`src/hw/rtl/trd_pkg.sv`:
```
// Shared types and constants of the TGA run-length pixel decoder.
`timescale 1ns / 1ps

package trd_pkg;

    localparam int BYTE_W       = 8;
    localparam int PIXEL_W      = 32;
    localparam int BPP_W        = 3;
    localparam int IDX_W        = 2;
    localparam int REM_W        = 7;
    localparam int CNT_W        = 8;
    localparam int VCNT_W       = 2;
    localparam int IMG_W        = 32;
    localparam int CFG_DATA_W   = 32;
    localparam int CFG_IDX_W    = 1;
    localparam int FIFO_DEPTH   = 2;
    localparam int FIFO_PTR_W   = 1;
    localparam int FIFO_CNT_W   = 2;

    localparam logic [BPP_W-1:0] MAX_BYTES_PER_PIXEL = 3'd4;
    localparam logic [BPP_W-1:0] BPP_RESET           = 3'd4;
    localparam logic [IMG_W-1:0] IMG_RESET           = 32'd1;

    // Configuration register indexes.
    localparam logic [CFG_IDX_W-1:0] REG_BYTES_PER_PIXEL = 1'b0;
    localparam logic [CFG_IDX_W-1:0] REG_IMAGE_PIXELS    = 1'b1;

    typedef enum logic [1:0] {
        PH_HEADER = 2'd0,
        PH_RAW    = 2'd1,
        PH_RUN    = 2'd2
    } trd_phase_t;

    typedef enum logic [1:0] {
        ST_RUNNING = 2'd0,
        ST_DONE    = 2'd1,
        ST_ERROR   = 2'd2
    } trd_status_t;

    // One command from the front: count copies of pixel, then status.
    typedef struct packed {
        logic [PIXEL_W-1:0] pixel;
        logic [CNT_W-1:0]   count;
        trd_status_t        status;
    } trd_cmd_t;

endpackage

```
`src/hw/rtl/trd_front.sv`:
```
// Front end: packet parsing, pixel assembly, image accounting and config registers.
`timescale 1ns / 1ps

module trd_front (
    input  logic                            clk,
    input  logic                            rst_n,
    input  logic                            cfg_write,
    input  logic [trd_pkg::CFG_IDX_W-1:0]   cfg_index,
    input  logic [trd_pkg::CFG_DATA_W-1:0]  cfg_data,
    input  logic                            accept,
    input  logic [trd_pkg::BYTE_W-1:0]      stream_byte,
    input  logic                            image_start,
    output trd_pkg::trd_cmd_t               cmd
);

    logic [trd_pkg::BPP_W-1:0]   bpp_reg;
    logic [trd_pkg::IMG_W-1:0]   img_reg;

    trd_pkg::trd_phase_t         phase_reg, phase_next;
    logic [trd_pkg::REM_W-1:0]   rem_reg, rem_next;
    logic [trd_pkg::IDX_W-1:0]   idx_reg, idx_next;
    logic [trd_pkg::PIXEL_W-1:0] asm_reg, asm_next;
    logic [trd_pkg::IMG_W-1:0]   done_reg, done_next;
    trd_pkg::trd_status_t        fin_reg, fin_next;

    // State as seen by this byte: image_start clears it first.
    trd_pkg::trd_phase_t         cur_phase;
    logic [trd_pkg::REM_W-1:0]   cur_rem;
    logic [trd_pkg::IDX_W-1:0]   cur_idx;
    logic [trd_pkg::PIXEL_W-1:0] cur_asm;
    logic [trd_pkg::IMG_W-1:0]   cur_done;
    trd_pkg::trd_status_t        cur_fin;

    logic [trd_pkg::BPP_W-1:0]   bpp_eff;
    logic                        last_byte;
    logic [trd_pkg::PIXEL_W-1:0] asm_new;
    logic                        img_full;
    logic [trd_pkg::IMG_W-1:0]   room;
    logic [trd_pkg::CNT_W-1:0]   run_n;
    logic                        run_over;
    logic [trd_pkg::CNT_W-1:0]   run_emit;

    assign cur_phase = image_start ? trd_pkg::PH_HEADER  : phase_reg;
    assign cur_rem   = image_start ? '0                   : rem_reg;
    assign cur_idx   = image_start ? '0                   : idx_reg;
    assign cur_asm   = image_start ? '0                   : asm_reg;
    assign cur_done  = image_start ? '0                   : done_reg;
    assign cur_fin   = image_start ? trd_pkg::ST_RUNNING : fin_reg;

    always_comb
    begin
        if (bpp_reg == '0)
            bpp_eff = 3'd1;
        else if (bpp_reg > trd_pkg::MAX_BYTES_PER_PIXEL)
            bpp_eff = trd_pkg::MAX_BYTES_PER_PIXEL;
        else
            bpp_eff = bpp_reg;
    end

    assign last_byte = ({1'b0, cur_idx} + 3'd1) >= bpp_eff;
    assign asm_new   = cur_asm | ({24'd0, stream_byte} << {cur_idx, 3'b000});
    assign img_full  = cur_done >= img_reg;
    assign room      = img_reg - cur_done;
    assign run_n     = {1'b0, cur_rem} + 8'd1;
    assign run_over  = img_full || (room < {24'd0, run_n});
    // Room is below the run length here, so it fits the count field.
    assign run_emit  = img_full ? '0 : (run_over ? room[trd_pkg::CNT_W-1:0] : run_n);

    // Next state.
    always_comb
    begin
        phase_next = cur_phase;
        rem_next   = cur_rem;
        idx_next   = cur_idx;
        asm_next   = cur_asm;
        done_next  = cur_done;
        fin_next   = cur_fin;
        if (cur_fin == trd_pkg::ST_RUNNING)
        begin
            unique case (cur_phase)
                trd_pkg::PH_RAW, trd_pkg::PH_RUN:
                begin
                    if (!last_byte)
                    begin
                        idx_next = cur_idx + 2'd1;
                        asm_next = asm_new;
                    end
                    else
                    begin
                        idx_next = '0;
                        asm_next = '0;
                        if (cur_phase == trd_pkg::PH_RAW)
                        begin
                            if (img_full)
                                fin_next = trd_pkg::ST_ERROR;
                            else
                            begin
                                done_next = cur_done + 32'd1;
                                if (cur_rem == '0)
                                begin
                                    phase_next = trd_pkg::PH_HEADER;
                                    fin_next   = (room == 32'd1) ? trd_pkg::ST_DONE
                                                                 : trd_pkg::ST_RUNNING;
                                end
                                else
                                    rem_next = cur_rem - 7'd1;
                            end
                        end
                        else
                        begin
                            done_next = cur_done + {24'd0, run_emit};
                            if (run_over)
                                fin_next = trd_pkg::ST_ERROR;
                            else
                            begin
                                phase_next = trd_pkg::PH_HEADER;
                                rem_next   = '0;
                                fin_next   = (room == {24'd0, run_n}) ? trd_pkg::ST_DONE
                                                                      : trd_pkg::ST_RUNNING;
                            end
                        end
                    end
                end
                default:
                begin
                    // Packet header: both packet kinds keep the low seven bits.
                    idx_next   = '0;
                    asm_next   = '0;
                    phase_next = stream_byte[7] ? trd_pkg::PH_RUN : trd_pkg::PH_RAW;
                    rem_next   = stream_byte[trd_pkg::REM_W-1:0];
                end
            endcase
        end
    end

    // Command for the back end.
    always_comb
    begin
        cmd.pixel  = '0;
        cmd.count  = '0;
        cmd.status = fin_next;
        if (cur_fin == trd_pkg::ST_RUNNING && last_byte &&
            (cur_phase == trd_pkg::PH_RAW || cur_phase == trd_pkg::PH_RUN))
        begin
            cmd.pixel = asm_new;
            if (cur_phase == trd_pkg::PH_RAW)
                cmd.count = img_full ? 8'd0 : 8'd1;
            else
                cmd.count = run_emit;
        end
    end

    always_ff @(posedge clk or negedge rst_n)
    begin
        if (!rst_n)
        begin
            bpp_reg   <= trd_pkg::BPP_RESET;
            img_reg   <= trd_pkg::IMG_RESET;
            phase_reg <= trd_pkg::PH_HEADER;
            rem_reg   <= '0;
            idx_reg   <= '0;
            asm_reg   <= '0;
            done_reg  <= '0;
            fin_reg   <= trd_pkg::ST_RUNNING;
        end
        else
        begin
            if (cfg_write)
            begin
                unique case (cfg_index)
                    trd_pkg::REG_BYTES_PER_PIXEL: bpp_reg <= cfg_data[trd_pkg::BPP_W-1:0];
                    trd_pkg::REG_IMAGE_PIXELS:    img_reg <= cfg_data;
                    default:                      ;
                endcase
            end
            if (accept)
            begin
                phase_reg <= phase_next;
                rem_reg   <= rem_next;
                idx_reg   <= idx_next;
                asm_reg   <= asm_next;
                done_reg  <= done_next;
                fin_reg   <= fin_next;
            end
        end
    end

endmodule

```
`src/hw/rtl/trd_fifo.sv`:
```
// Two-entry command queue between the front and back ends.
`timescale 1ns / 1ps

module trd_fifo (
    input  logic              clk,
    input  logic              rst_n,
    input  logic              wr_en,
    input  trd_pkg::trd_cmd_t wr_cmd,
    output logic              full,
    input  logic              rd_en,
    output trd_pkg::trd_cmd_t rd_cmd,
    output logic              empty
);

    trd_pkg::trd_cmd_t                entry_reg [trd_pkg::FIFO_DEPTH];
    logic [trd_pkg::FIFO_PTR_W-1:0]   wr_ptr_reg;
    logic [trd_pkg::FIFO_PTR_W-1:0]   rd_ptr_reg;
    logic [trd_pkg::FIFO_CNT_W-1:0]   cnt_reg, cnt_next;
    logic                             do_wr;
    logic                             do_rd;

    assign full   = cnt_reg == trd_pkg::FIFO_CNT_W'(trd_pkg::FIFO_DEPTH);
    assign empty  = cnt_reg == '0;
    assign do_wr  = wr_en && !full;
    assign do_rd  = rd_en && !empty;
    assign rd_cmd = entry_reg[rd_ptr_reg];

    always_comb
    begin
        cnt_next = cnt_reg;
        if (do_wr && !do_rd)
            cnt_next = cnt_reg + 2'd1;
        else if (do_rd && !do_wr)
            cnt_next = cnt_reg - 2'd1;
    end

    always_ff @(posedge clk)
    begin
        if (do_wr)
            entry_reg[wr_ptr_reg] <= wr_cmd;
    end

    always_ff @(posedge clk or negedge rst_n)
    begin
        if (!rst_n)
        begin
            wr_ptr_reg <= '0;
            rd_ptr_reg <= '0;
            cnt_reg    <= '0;
        end
        else
        begin
            if (do_wr)
                wr_ptr_reg <= wr_ptr_reg + 1'b1;
            if (do_rd)
                rd_ptr_reg <= rd_ptr_reg + 1'b1;
            cnt_reg <= cnt_next;
        end
    end

endmodule

```
`src/hw/rtl/trd_back.sv`:
```
// Back end: expands one command into pixel-pair results on the output side.
`timescale 1ns / 1ps

module trd_back (
    input  logic                             clk,
    input  logic                             rst_n,
    input  trd_pkg::trd_cmd_t                cmd,
    input  logic                             cmd_empty,
    output logic                             cmd_pop,
    input  logic                             pop,
    output logic                             empty,
    output logic [trd_pkg::PIXEL_W-1:0]      pixel_first,
    output logic [trd_pkg::PIXEL_W-1:0]      pixel_second,
    output logic [trd_pkg::VCNT_W-1:0]       pixel_valid_count,
    output logic                             last_of_run,
    output logic [1:0]                       status
);

    logic              cur_valid_reg, cur_valid_next;
    trd_pkg::trd_cmd_t cur_reg, cur_next;
    logic              load;
    logic              two_or_more;

    assign two_or_more = cur_reg.count >= 8'd2;
    assign last_of_run = cur_reg.count <= 8'd2;
    assign empty       = !cur_valid_reg;

    // Take the next command when idle or when the final result leaves.
    assign load    = !cur_valid_reg || (pop && last_of_run);
    assign cmd_pop = load && !cmd_empty;

    always_comb
    begin
        cur_valid_next = cur_valid_reg;
        cur_next       = cur_reg;
        if (load)
        begin
            cur_valid_next = !cmd_empty;
            cur_next       = cmd;
        end
        else if (pop)
            cur_next.count = cur_reg.count - 8'd2;
    end

    assign pixel_first       = (cur_reg.count != '0) ? cur_reg.pixel : '0;
    assign pixel_second      = two_or_more ? cur_reg.pixel : '0;
    assign pixel_valid_count = two_or_more ? 2'd2 : cur_reg.count[trd_pkg::VCNT_W-1:0];
    assign status            = last_of_run ? cur_reg.status : trd_pkg::ST_RUNNING;

    always_ff @(posedge clk)
    begin
        cur_reg <= cur_next;
    end

    always_ff @(posedge clk or negedge rst_n)
    begin
        if (!rst_n)
            cur_valid_reg <= 1'b0;
        else
            cur_valid_reg <= cur_valid_next;
    end

endmodule

```
`src/hw/rtl/tga_rle_pixel_decoder_top.sv`:
```
// Top level of the TGA run-length pixel decoder.
`timescale 1ns / 1ps

// Decodes a Targa run-length coded pixel stream, one byte per request on the
// push side. A header byte below 128 opens a raw packet of header+1 literal
// pixels; 128 or more opens a run that repeats the following pixel
// header-127 times. Pixels are bytes_per_pixel bytes (register 0, 0 acts as
// 1, above 4 acts as 4), first byte in the low byte, unused bytes zero.
// Every accepted byte yields at least one result request on the pop side;
// pixels go out two to a request and last_of_run marks the final request of
// a byte. status on that final request reads 1 once the pixel count reaches
// image_pixels (register 1) at a packet end, 2 if a packet would overrun the
// image (the excess pixels are dropped); both stick until a byte arrives
// with image_start high, which clears the decode state before that byte.
// Timing: the front end takes one byte per cycle while full is low, passes
// one command per byte into a two-entry queue; the back end turns a command
// into results at one request per cycle while pop is high, so a run of n
// pixels takes ceil(n/2) requests (up to 64), and push sees full once two
// commands wait behind it. A result passes through the queue and the back
// end's command register before it reaches the pop side.
// Write configuration only while the block is idle.
module tga_rle_pixel_decoder_top (
    input  logic                            clk,
    input  logic                            rst_n,
    input  logic                            cfg_write,
    input  logic [trd_pkg::CFG_IDX_W-1:0]   cfg_index,
    input  logic [trd_pkg::CFG_DATA_W-1:0]  cfg_data,
    input  logic                            push,
    output logic                            full,
    input  logic [trd_pkg::BYTE_W-1:0]      stream_byte,
    input  logic                            image_start,
    output logic                            empty,
    input  logic                            pop,
    output logic [trd_pkg::PIXEL_W-1:0]     pixel_first,
    output logic [trd_pkg::PIXEL_W-1:0]     pixel_second,
    output logic [trd_pkg::VCNT_W-1:0]      pixel_valid_count,
    output logic                            last_of_run,
    output logic [1:0]                      status
);

    trd_pkg::trd_cmd_t front_cmd;
    trd_pkg::trd_cmd_t queue_cmd;
    logic              accept;
    logic              queue_empty;
    logic              queue_pop;

    // A byte is taken whenever the command queue has room.
    assign accept = push && !full;

    trd_front u_front (
        .clk         (clk),
        .rst_n       (rst_n),
        .cfg_write   (cfg_write),
        .cfg_index   (cfg_index),
        .cfg_data    (cfg_data),
        .accept      (accept),
        .stream_byte (stream_byte),
        .image_start (image_start),
        .cmd         (front_cmd)
    );

    trd_fifo u_fifo (
        .clk    (clk),
        .rst_n  (rst_n),
        .wr_en  (accept),
        .wr_cmd (front_cmd),
        .full   (full),
        .rd_en  (queue_pop),
        .rd_cmd (queue_cmd),
        .empty  (queue_empty)
    );

    trd_back u_back (
        .clk               (clk),
        .rst_n             (rst_n),
        .cmd               (queue_cmd),
        .cmd_empty         (queue_empty),
        .cmd_pop           (queue_pop),
        .pop               (pop),
        .empty             (empty),
        .pixel_first       (pixel_first),
        .pixel_second      (pixel_second),
        .pixel_valid_count (pixel_valid_count),
        .last_of_run       (last_of_run),
        .status            (status)
    );

endmodule

```
`config.mk`:
```
export PLATFORM = sky130hd
export DESIGN_NAME = tga_rle_pixel_decoder_top
export DESIGN_NICKNAME = d
export VERILOG_FILES = /design/src/hw/rtl/trd_pkg.sv /design/src/hw/rtl/trd_front.sv /design/src/hw/rtl/trd_fifo.sv /design/src/hw/rtl/trd_back.sv /design/src/hw/rtl/tga_rle_pixel_decoder_top.sv
export SDC_FILE = /design/constraint.sdc
export NUM_CORES = 1
export LEC_CHECK = 0
export BUFFER_PORTS_ARGS = -buffer_cell sky130_fd_sc_hd__buf_2
export CAP_MARGIN = 20
export CORE_MARGIN = 3
export CORE_UTILIZATION = 40
export DETAILED_ROUTE_END_ITERATION = 8
export HOLD_SLACK_MARGIN = 0.05
export MAX_ROUTING_LAYER = met4
export SLEW_MARGIN = 20
export SYNTH_ARGS = -nofsm -noshare
export SYNTH_HDL_FRONTEND = slang
export SYNTH_SLANG_ARGS = --single-unit
```
`constraint.sdc`:
```
create_clock -name clk -period 6.9 [get_ports clk]
set_input_delay 1.035 -clock clk [delete_from_list [all_inputs] [get_ports clk]]
set_output_delay 1.035 -clock clk [all_outputs]
set_load 0.005 [all_outputs]
```
Word-level counts from Yosys, hierarchy flattened. Memories as Yosys holds them, arrays and structs flattened. Index checks and enable logic that the tools add are counted.

Flip-flop bits (word level): 159. Latch bits: 0. Bits in writable memories: 84. Memory bits (read-only): 0. Output and inout bits: 71. Logic and storage cells: 127. Memories: 1.

Add/sub/neg operators: 12. $mul: 0. Divide/modulo/power cells: 0. $lt $le $gt $ge: 6. Eq/ne operators: 5. Shift operators: 1. Muxes and demuxes: 58. Bitwise logic cells: 2. Reduce and logical (&&, ||, !) cells: 27.

Memories: u_fifo.entry_reg (depth 2, width 42, read ports 1, clocked after Yosys merged registers in 0, write ports 1, line trd_fifo.sv:15) `trd_pkg::trd_cmd_t entry_reg [trd_pkg::FIFO_DEPTH];`.

Operator list (number): $mux W32 (12); $mux W7 (8); $mux W2 (25); $mux W40 (1); $mux W8 (5); $add A32 B1 Y32 const B (1); $add A32 B8 Y32 (1); $eq A32 B1 Y1 const B (1); $eq A32 B8 Y1 (1); $ge A32 B32 Y1 (1); $lt A32 B8 Y1 (1); $or A32 B32 Y32 (1); $shl A8 B5 Y32 (1); $sub A32 B32 Y32 (1); $logic_and A1 B1 Y1 (9); $add A7 B1 Y8 const B (1); $ge A8 B2 Y1 const B (1); $le A8 B2 Y1 const B (1); $reduce_bool A8 Y1 (1); $sub A8 B2 Y8 const B (1); $logic_not A7 Y1 (1); $sub A7 B1 Y7 const B (1); $mux W3 (2); $logic_not A1 Y1 (5); other kinds (16) (28).

Logic depth before layout (Yosys ltp). Gate-level depths: netlist (run 1).

Depth after elaboration: 11. Mapped depth: 33.

Hierarchy. From an unflattened synthesis (run 1), not the netlist that was laid out.

Cell total of the unflattened synthesis: 1396. Area, all modules: 14440.1 um^2.

By module, submodules not included: trd_front (times used 1, cells an instance 1088, area an instance 8999.9 um^2); trd_fifo (times used 1, cells an instance 150, area an instance 3429.5 um^2); trd_back (times used 1, cells an instance 157, area an instance 1996.9 um^2); tga_rle_pixel_decoder_top (times used 1, cells an instance 1, area an instance 13.8 um^2).

Worst setup path after synthesis (run 1). Ideal clock, no wire load.

Path kind: input -> register. Start: in image_start. End: reg u_front.done_reg[14] (netlist bit). Library setup time: 79 ps. Arrival: 6743 ps. Required time: 6821 ps. Setup slack: 78 ps. Stages: 33. Buffers on the path: 6. Cell sequence: inv_1 clkbuf_1 clkbuf_1 clkbuf_1 nand2_1 ha_1 buf_4 nand2_1 o21a_1 nor2b_1 a21o_1 and3_4 or4b_1 a211oi_2 nand4b_1 nor2_2 buf_6 mux2_2 nor2_1 ha_1 fa_1 a21o_1 a21oi_1 nor2b_1 o21ai_0 nand2b_1 a21o_1 a211oi_1 nor3_1 and2_0 buf_2 nand4_1 xor2_1.

Word-level cells in the longest chain between the ends: 11. Elaborated cells between the ends (all ways): 25. Those cells by class: add/sub: 5; order compare: 3; eq/ne: 2; mux: 12; reduce/logical: 3.

RTL lines: start: declaration (line tga_rle_pixel_decoder_top.sv:31) `input logic image_start,`; $mux W32 or $mux W7 (tied branches) (line trd_front.sv:47, trd_front.sv:44); $sub A32 B32 Y32 or $add A7 B1 Y8 (tied branches) (line trd_front.sv:63, trd_front.sv:64); $lt A32 B8 Y1 (line trd_front.sv:65) `assign run_over = img_full || (room < {24'd0, run_n});`; $logic_or A1 B1 Y1 (line trd_front.sv:65); $mux W8 (2 in series) (line trd_front.sv:67) `assign run_emit = img_full ? '0 : (run_over ? room[trd_pkg::CNT_W-1:0] : run_n);`; $add A32 B8 Y32 (line trd_front.sv:111) `done_next = cur_done + {24'd0, run_emit};`; $mux W32 (line trd_front.sv:92) `if (cur_phase == trd_pkg::PH_RAW)`; $mux W32 (line trd_front.sv:83) `if (!last_byte)`; $mux W32 (line trd_front.sv:80) `unique case (cur_phase)`; $mux W32 (*) (line trd_front.sv:78) `if (cur_fin == trd_pkg::ST_RUNNING)`; end signal: assignment (line trd_front.sv:182) `done_reg <= done_next;`; end: declaration (line trd_front.sv:23) `logic [trd_pkg::IMG_W-1:0] done_reg, done_next;`.

Mark *: on every way between the ends. The rest lies on a longest branch, timed or not. A chain may end at the register's enable or synchronous reset.

Worst setup path in the final report (run 1). Ends and elaborated chain as after synthesis.

==> key figures, run 1 <==
Clocking
  • Max clock buf depth: 3
  • Cts hold-fix bufs: 0
  • H-tree Lvls: 1
  • Num CTS Buffers: 28
  • Clock Tree Root: clkbuf_16
  • Worst-Skew Late Latency: 0.56 ns
  • Reg clk slew, reported paths: 0.06 ns
  • Clk sinks: 243
  • CTS tree: yes

Worst setup path
  • CP endpoint kind: flop
  • Crit start category: input port
  • CP Max Fanout: 6
  • Critical path class: input port to flop
  • CP max stage delay: 0.44 ns
  • Slowest cell on the critical path: fa_1
  • CP arrival: 6.83 ns
  • Required time worst endpoint: 7.38 ns

Final layout
  • Filler cells: 3,245
  • Final Core Density: 48.8%
  • Area Overhead vs Synth: 20.2%
  • Total inserted antenna cells: 0
  • Post-layout net count: 1,696
  • Number of flip-flops under the largest register name: 84
  • Count of non-filler cells in the finished layout: 2,066
  • Layout cells sized above 1: 23.6%

STA
  • Crit share post-route: 92.0%
  • RSZ-0062 raised after global routing: false
  • Worst clock skew: 0.0117 ns
  • Fmax: 157 MHz
  • Relative slew slack: 27.9%
  • Final hold viol count: 0
  • Final slew viol count: 0
  • Slew @ Worst Pin: 1.08 ns
  • Final Setup Violations: 0
  • Final worst path period need: 6.35 ns

Yosys
  • Synthesized area per cell: 10.1 um^2
  • Seq cells post-synth: 243
  • Synth Instances: 1,395
  • FFs w/ async S/R, synth: 48.1%
  • Seq/Total Area, Yosys: 47.7%
  • Synth unique cells: 81
  • Synthesized area: 14,100 um^2
  • Net count after synthesis: 1,502
  • Number of synthesized flops with an enable pin: 126
  • Ys flop type: edfxtp_1
  • Yosys warns: 0

Power
  • Maximum vdd drop: 0.239 mV
  • Leakage power: 6.92 nW
  • PwrDens: 316 nW/um^2

GRT
  • First-pass GRT wire length: 58.5 mm
  • Vias in the first global route: 10,891
  • Global route overflow: 0
  • Largest net degree at the start of global routing: 48
  • Gr usage total: 19.5%
  • Antenna violations before repair: 0

Routing
  • # DRC: 0
  • Initial DRC Count: 816
  • Routed wire length: 36.4 mm
  • Routed via count: 11,108
  • 1st-pass router iterations: 5
  • Routed len/inst: 17.6 um
  • Vias/cell: 5.38
  • Routed Antenna Nets: 0

Floorplanning
  • Initial Utilization: 40.6%
  • Io pins: 118
  • Core Box Area: 34,600 um^2
  • Rows: 68
  • Die Height: 194 um
  • Width of the die: 194 um
  • Total die area: 37,400 um^2

Placed design
  • Port bufs: 117
  • Hpwl dp: 27.1 mm
  • Final Wtd Congestion: 0.923
  • Placed cells: 2,014

Job
  • Max cap viols: 0

Hold path
  • Min-delay worst type: input port to async pin

Run status
  • Status: completed
routing by layer:
layer  GRT usage, %  share of wire (%)
met5              -                  0
met4           5.79                3.1
met3           2.04                4.2
met2           31.2                 46
met1           26.4                 46
power by group:
part	switching (mW)	internal (mW)	leakage, nW
combinational	0.995	0.728	3.71
clock	0.612	0.996	0.501
sequential	0.186	1.83	2.70
total	1.79	3.55	6.92
cells in the mapped netlist, drive strengths merged (5+ instances only):
| master | n | area (um^2) |
|---|---|---|
| o21a | 6 | 45.0 |
| nor3b | 7 | 67.6 |
| a22o | 23 | 201 |
| a211oi | 9 | 72.6 |
| nand4 | 26 | 163 |
| o21ai | 84 | 428 |
| buf | 21 | 108 |
| and3 | 19 | 124 |
| mux2 | 69 | 777 |
| o22ai | 5 | 31.3 |
| o211ai | 10 | 75.1 |
| nand2b | 15 | 93.8 |
| a22oi | 32 | 240 |
| mux2i | 18 | 180 |
| nor2b | 55 | 344 |
| ha | 58 | 726 |
| and2 | 40 | 250 |
| o21bai | 6 | 45.0 |
| a21o | 18 | 136 |
| nand2 | 161 | 604 |
| edfxtp | 126 | 3780 |
| nor2 | 117 | 442 |
| or3 | 7 | 43.8 |
| xor2 | 31 | 272 |
| a21oi | 75 | 383 |
| o31ai | 8 | 60.1 |
| clkbuf | 53 | 201 |
| xnor2 | 33 | 289 |
| nor3 | 22 | 110 |
| dfrtp | 115 | 2880 |
| inv | 40 | 150 |
| nor4 | 7 | 43.8 |
| nand3 | 20 | 100 |
| and4 | 5 | 43.8 |
cell usage in the layout, fill, tap and decap left out, drive strengths merged, types with 20 or more instances in the layout:
| cell type | n |
|---|---|
| a22o | 23 |
| xor2 | 31 |
| o21ai | 84 |
| mux2 | 69 |
| buf | 238 |
| clkbuf | 32 |
| nand3 | 20 |
| edfxtp | 126 |
| xnor2 | 33 |
| inv | 41 |
| nand4 | 26 |
| nand2 | 161 |
| nor3 | 22 |
| a21oi | 75 |
| a22oi | 32 |
| ha | 58 |
| nor2b | 55 |
| and2 | 40 |
| nor2 | 117 |
| dfrtp | 115 |
worst paths after layout:
path	startpoint	endpoint	slack, ns	cells past startpoint
setup / recovery	image_start	u_front.done_reg[14]	0.55	31
hold / removal	rst_n	u_front.done_reg[25]	0.43	1
setup reg to reg	u_front.img_reg[0]	u_front.done_reg[14]	0.78	28
hold reg to reg	u_front.asm_reg[1]	u_front.asm_reg[1]	0.49	2
max in group asynchronous	rst_n	u_fifo.rd_ptr_reg	5.45	2
min in group clk	u_front.asm_reg[1]	u_front.asm_reg[1]	0.49	2
stage by stage:
step / power [mW] / hold slack [ns] / TNS [ns] / setup WS [ns] / cell area (um^2)
floorplan: 3.13 / 0.442 / 0 / 0.0783 / 14100
global route: 5.67 / 0.448 / 0 / 0.0298 / 16900
finish: 5.35 / 0.431 / 0 / 0.550 / 16900
global placement: 3.74 / 0.463 / -0.0851 / -0.0246 / 15900
CTS: 5.39 / 0.416 / 0 / 0.508 / 16900
detailed placement: 3.76 / 0.476 / -0.307 / -0.0787 / 15900
layout make-up:
type | instances | area [um^2] | share of cell area [%]
Inverter | 40 | 150 | 0.888
Clock buffer | 32 | 736 | 4.35
Sequential cell | 243 | 6720 | 39.7
Timing Repair Buffer | 238 | 1520 | 9.00
Clock inverter | 20 | 289 | 1.71
Tap cell | 455 | 569 | 3.37
Multi-Input combinational cell | 1038 | 6920 | 40.9
what timing repair did:
action / 4_1_cts / 5_1_grt
setup endpoints to repair: 0 / 6
gates resized for setup: 0 / 3
buffers inserted: 0 / 0
logic make-up after synthesis:
logic type,after synthesis,synth area share (%)
compound gates,310,14.5
xor+xnor,64,3.99
fa+ha+maj,60,5.44
buf+inv,114,3.27
flops,243,47.7
mux,87,6.81
simple gates,517,18.2
critical path: cells and delay by family:
family / cells / cell delay (ns)
buffers and inverters: 4 / 0.52
AOI/OAI and AO/OA: 11 / 1.95
and+or+nand+nor: 10 / 1.44
adders and majority gates: 3 / 1.17
muxes: 1 / 0.22
xor gates and xnor gates: 2 / 0.48
Power figures use the tool's default switching activity.
==> run 2, diff against run 1 <==
--- a/config.mk
+++ b/config.mk
@@ -8,7 +8,7 @@
 export BUFFER_PORTS_ARGS = -buffer_cell sky130_fd_sc_hd__buf_2
 export CAP_MARGIN = 20
 export CORE_MARGIN = 3
-export CORE_UTILIZATION = 40
+export CORE_UTILIZATION = 35
 export DETAILED_ROUTE_END_ITERATION = 8
 export HOLD_SLACK_MARGIN = 0.05
 export MAX_ROUTING_LAYER = met4
==> run 2 against run 1 <==
Count of clock-buffer cells in the layout unchanged. Clock skew up 0.0059 ns. Global-route usage down 2.0 points. Worst setup slack better by 0.0061 ns. Critical endpoint is now u_front.done_reg[28]. Largest power group unchanged.
==> key figures, run 2 (synthesis results as in run 1) <==
Clocking
  • Clock Tree Root: clkbuf_16
  • H-tree Lvls: 1 (unchanged)
  • Clk sinks: 243 (unchanged)
  • Cts hold-fix bufs: 0 (unchanged)
  • Reg clk slew, reported paths: 0.06 ns (about the same)
  • Max clock buf depth: 3 (unchanged)
  • CTS tree: yes
  • Worst-Skew Late Latency: 0.57 ns (about the same)
  • CTS resizes: 0 (unchanged)
  • Post-CTS Setup Inserts: 0 (unchanged)
  • Num CTS Buffers: 28 (unchanged)

Routing
  • Met1 Routed Length: 16.9 mm (+0.28%)
  • Initial DRC Count: 601 (-26%)
  • # DRC: 0 (unchanged)
  • Routed Antenna Nets: 0 (unchanged)
  • Routed wire length: 36.7 mm (+0.71%)
  • 1st-pass router iterations: 6 (+1)
  • Routed via count: 11,042 (-0.59%)
  • Met2 wire length: 17.1 mm (+1.7%)
  • Vias/cell: 5.20 (-3.2%)
  • Routed len/inst: 17.3 um (-1.9%)
  • Met3 WL: 1.86 mm (+22%)
  • Top routing layer in use: met4

Worst setup path
  • Slowest cell on the critical path: a2111oi_4
  • Required time worst endpoint: 7.33 ns (-0.05 ns)
  • CP max stage delay: 0.47 ns (+0.03 ns)
  • Worst r2r dst: u_front.done_reg[28]
  • Critical path class: input port to flop
  • Crit path max-delay family: simple AND/OR/NAND/NOR gates
  • RR Startpoint: u_front.img_reg[0]
  • CP Max Fanout: 29 (+23)
  • CP arrival: 6.78 ns (-0.05 ns)
  • R2r setup slk: 0.77 ns (about the same)
  • CP endpoint kind: flop
  • R2r worst-path depth: 29 (+3.6%)
  • Crit start category: input port
  • Buffers & Inverters on Critical Path: 5 (+1)

Final layout
  • Number of flip-flops under the largest register name: 84 (unchanged)
  • Leading cell type in the layout, fill and taps excluded: nand2_1
  • Post-layout net count: 1,689 (-0.41%)
  • Area Overhead vs Synth: 19.1%
  • Fin area: 16,700 um^2 (-0.89%)
  • Filler cells: 3,826 (+18%)
  • Layout cells sized above 1: 22.8% (-0.83 points)
  • Seq. cell area: 6720 um^2 (unchanged)
  • Count of non-filler cells in the finished layout: 2,122 (+2.7%)
  • Final Core Density: 42.7% (-6.1 points)
  • Total inserted antenna cells: 0 (unchanged)
  • Multi-input gate area: 6910 um^2 (-0.18%)
  • Most frequent cells in the layout: nand2_1, edfxtp_1, buf_2

Hold path
  • Hold EP: u_front.asm_reg[2]
  • Worst hold stages: 2
  • Hold Crit Start: u_front.asm_reg[2]
  • Min-delay worst type: flop to flop

Floorplanning
  • Width of the die: 206 um (+6.7%)
  • Io pins: 118 (unchanged)
  • Initial Utilization: 35.9% (-4.7 points)
  • Rows: 72 (+5.9%)
  • Die Height: 206 um (+6.7%)
  • Total die area: 42,600 um^2 (+14%)
  • Core Box Area: 39,200 um^2 (+13%)

GRT
  • Gr usage total: 17.5% (-2.0 points)
  • First-pass GRT wire length: 57.9 mm (-1.1%)
  • Vias in the first global route: 10,690 (-1.8%)
  • Antenna violations before repair: 0 (unchanged)
  • Global route overflow: 0 (unchanged)
  • Largest net degree at the start of global routing: 68 (+42%)

Power
  • Maximum vdd drop: 0.204 mV (-15%)
  • Leakage power: 6.81 nW (-1.6%)
  • Overall power: 5.12 mW (-4.2%)
  • PwrDens: 306 nW/um^2 (-3.4%)

Placed design
  • Hpwl dp: 27.1 mm (about the same)
  • Placed cell area: 15,900 um^2 (about the same)
  • Placed cells: 2,070 (+2.8%)
  • Final Wtd Congestion: 0.900 (-2.5%)
  • Port bufs: 117 (unchanged)

STA
  • Fmax: 158 MHz (about the same)
  • Final hold viol count: 0 (unchanged)
  • Relative slew slack: 28.6% (+0.73 points)
  • Slew @ Worst Pin: 1.07 ns (-0.0109 ns)
  • Setup TNS: 0 ns (unchanged)
  • Final worst path period need: 6.34 ns (-0.00609 ns)
  • RSZ-0062 raised after global routing: false
  • Final Setup Violations: 0 (unchanged)
  • Worst clock skew: 0.0176 ns (+0.00593 ns)
  • Final slew viol count: 0 (unchanged)
  • Crit share post-route: 91.9% (about the same)

Job
  • Max cap viols: 0 (unchanged)

Run status
  • Status: completed
-- run 2: worst max-delay path by stage --
stage / end / start / slack (ns) / cells past startpoint
2_1_floorplan: u_front.done_reg[14] / image_start / 0.08 / 33
6_report: u_front.done_reg[28] / image_start / 0.56 / 31
3_3_place_gp: u_front.done_reg[28] / image_start / 0.14 / 30
5_1_grt: u_front.done_reg[28] / image_start / 0.001 / 31
3_5_place_dp: u_front.done_reg[28] / image_start / 0.04 / 31
4_1_cts: u_front.done_reg[28] / image_start / 0.59 / 31
-- run 2: layout make-up --
| type | instances | share of cell area, % |
|---|---|---|
| clock buffer | 32 | 4.27 |
| sequential | 243 | 40.1 |
| tap | 518 | 3.87 |
| multi-input combinational | 1038 | 41.2 |
| inverter | 40 | 0.896 |
| timing repair buffer | 231 | 8.70 |
| clock inverter | 20 | 0.941 |
-- run 2: metal layers --
metal,vias up,global-route usage (%)
li1,5433,-
met4,0,3.52
met3,55,2.66
met2,259,28.3
met1,5295,23.5
met5,-,-
-- run 2: metrics by stage --
stage               hold slack [ns]  setup WS (ns)
floorplan                     0.442         0.0783
global placement              0.464          0.139
detailed placement            0.476         0.0444
CTS                           0.489          0.594
global route                  0.518        0.00124
finish                        0.487          0.556
-- run 2: worst reg2reg max path: cells and delay by family, from the launching register on --
family          cells  cell delay [ns]
fa+ha+maj           4             1.03
flops               1             0.52
compound gates     11             1.61
mux                 1             0.35
xor+xnor            1             0.17
buf+inv             3             0.43
simple gates        9             1.89
-- run 2: power breakdown --
group	internal [mW]	switching, mW	leakage [nW]
clock network	0.789	0.612	0.427
logic	0.708	0.995	3.68
registers	1.83	0.185	2.70
total	3.33	1.79	6.81
==> run 3, diff against run 2 <==
--- a/config.mk
+++ b/config.mk
@@ -7,6 +7,7 @@
 export LEC_CHECK = 0
 export BUFFER_PORTS_ARGS = -buffer_cell sky130_fd_sc_hd__buf_2
 export CAP_MARGIN = 20
+export CORE_ASPECT_RATIO = 2
 export CORE_MARGIN = 3
 export CORE_UTILIZATION = 35
 export DETAILED_ROUTE_END_ITERATION = 8
==> run 3 against run 2 <==
Maximum frequency shrank 1.9%. Routed wire length rose by 18%. Flip-flop and latch count unchanged. Via count rose by 4.6%. Global-route usage grew 3.2 points. Final area rose by 2.9%. Utilization is 0.82 points higher. Worst setup slack got worse by 0.13 ns. Largest cell class unchanged. Die area increased by 0.34%.
==> key figures, run 3 (synthesis results as in run 1) <==
Power
  • Maximum vdd drop: 0.214 mV (+5.1%)
  • PwrDens: 310 nW/um^2 (+1.4%)
  • Overall power: 5.34 mW (+4.4%)
  • Leakage power: 7.12 nW (+4.6%)

Clocking
  • Cts hold-fix bufs: 0 (unchanged)
  • Reg clk slew, reported paths: 0.07 ns (about the same)
  • Clk sinks: 243 (unchanged)
  • Num CTS Buffers: 24 (-14%)
  • Clock Tree Root: clkbuf_16
  • Max clock buf depth: 3 (unchanged)
  • Worst-Skew Late Latency: 0.54 ns (-0.03 ns)
  • CTS tree: yes
  • H-tree Lvls: 1 (unchanged)

STA
  • Fmax: 155 MHz (-1.9%)
  • Setup TNS: 0 ns (unchanged)
  • Relative slew slack: 31.1% (+2.5 points)
  • Worst clock skew: 0.0160 ns (-0.00164 ns)
  • Final worst path period need: 6.47 ns (+0.126 ns)
  • Setup ws final: 0.430 ns (-0.126 ns)
  • RSZ-0062 raised after global routing: false
  • Slew @ Worst Pin: 1.03 ns (-0.0376 ns)
  • Final Setup Violations: 0 (unchanged)
  • Final slew viol count: 0 (unchanged)
  • Final hold viol count: 0 (unchanged)
  • Crit share post-route: 93.8% (+1.8 points)

Job
  • Max cap viols: 0 (unchanged)

Hold path
  • Hold EP: u_front.asm_reg[30]
  • Min-delay worst type: flop to flop
  • Worst hold stages: 2 (unchanged)
  • Hold Crit Start: u_front.asm_reg[30]

Floorplanning
  • Initial Utilization: 35.5% (-0.34 points)
  • Core Box Area: 39,600 um^2 (+0.96%)
  • Total die area: 42,800 um^2 (+0.34%)
  • Io pins: 118 (unchanged)
  • Width of the die: 148 um (-28%)
  • Die Height: 289 um (+40%)
  • Rows: 103 (+43%)

Worst setup path
  • Slowest cell on the critical path: mux2i_1
  • CP arrival: 6.91 ns (+0.13 ns)
  • R2r setup slk: 0.71 ns (-0.06 ns)
  • CP endpoint kind: flop
  • CP max stage delay: 0.50 ns (+0.03 ns)
  • Required time worst endpoint: 7.34 ns (about the same)
  • Crit start category: input port
  • Critical path class: input port to flop
  • CP most frequent cell: buf_4
  • RR Startpoint: u_front.done_reg[0]
  • R2r worst-path depth: 26 (-10%)
  • Worst r2r dst: u_front.done_reg[27]
  • CP startpoint: image_start
  • CP Max Fanout: 17 (-41%)

GRT
  • Gr usage total: 20.7% (+3.2 points)
  • Vias in the first global route: 12,101 (+13%)
  • Global route overflow: 0 (unchanged)
  • First-pass GRT wire length: 66.2 mm (+14%)
  • Antenna violations before repair: 0 (unchanged)
  • Largest net degree at the start of global routing: 66 (-2.9%)

Routing
  • Routed Antenna Nets: 0 (unchanged)
  • Routed via count: 11,548 (+4.6%)
  • Initial DRC Count: 682 (+13%)
  • Routed wire length: 43.2 mm (+18%)
  • Routed len/inst: 19.8 um (+14%)
  • 1st-pass router iterations: 5 (-1)
  • Vias/cell: 5.28 (+1.5%)
  • # DRC: 0 (unchanged)

Placed design
  • Hpwl dp: 34.6 mm (+28%)
  • Port bufs: 117 (unchanged)
  • Final Wtd Congestion: 0.966 (+7.3%)
  • Placed cell area: 16,400 um^2 (+3.2%)
  • Pre-CTS setup slack: -0.195 ns (-0.240 ns)
  • Placed cells: 2,143 (+3.5%)

Run status
  • Status: completed

Final layout
  • Most frequent cells in the layout: buf_4, nand2_1, edfxtp_1, buf_2
  • Area Overhead vs Synth: 22.6%
  • Leading cell type in the layout, fill and taps excluded: buf_4
  • Post-layout net count: 1,751 (+3.7%)
  • Number of flip-flops under the largest register name: 84 (unchanged)
  • Layout cells sized above 1: 26.2% (+3.4 points)
  • Total inserted antenna cells: 0 (unchanged)
  • Fin area: 17,200 um^2 (+2.9%)
  • Count of non-filler cells in the finished layout: 2,186 (+3.0%)
## run 3: how the worst max path moves through the flow
stage,to,slack (ns)
3_3_place_gp,u_front.done_reg[27],-0.16
4_1_cts,u_front.done_reg[27],0.35
3_5_place_dp,u_front.done_reg[27],-0.20
6_report,u_front.done_reg[27],0.43
5_1_grt,u_front.done_reg[14],0.01
2_1_floorplan,u_front.done_reg[14],0.08
## run 3: what timing repair did
item                       CTS  global route
buffers inserted             0             0
setup endpoints to repair    0            16
resized for setup            0             6
## run 3: stage by stage
stage	util, %	hold WS [ns]
5_1_grt	43.6	0.515
6_report	43.6	0.487
3_3_place_gp	41.4	0.463
3_5_place_dp	41.4	0.473
4_1_cts	43.5	0.488
2_1_floorplan	-	0.442
## run 3: layer usage
metal / share of wire [%] / vias to the layer above / routed length (um) / global-route usage, %
li1: - / 5529 / - / -
met1: 30 / 5493 / 12900 / 16.4
met2: 57 / 342 / 24500 / 40.7
met3: 3.2 / 184 / 1380 / 1.85
met4: 10 / 0 / 4460 / 17.9
met5: 0 / - / 0 / -
## run 3: final cells by class
| class | instances | area (um^2) |
|---|---|---|
| inverters | 40 | 150 |
| multi-input cells | 1038 | 6930 |
| clock buffers | 29 | 651 |
| clock inverters | 14 | 180 |
| fillers | 3907 | 22300 |
| flip-flops and latches | 243 | 6720 |
| repair buffers | 297 | 1950 |
| well taps | 525 | 657 |
## run 3: worst max-delay path, delay by kind of cell
kind	cells	cell delay [ns]
mux	2	0.87
buf+inv	8	1.26
simple gates	10	1.96
xor+xnor	1	0.15
compound gates	6	0.96
fa+ha+maj	2	0.65
## run 3: power breakdown
group          internal (mW)  total (mW)  switching [mW]
registers               1.83        1.99           0.162
clock network          0.798        1.39           0.591
logic                  0.847        1.96            1.12
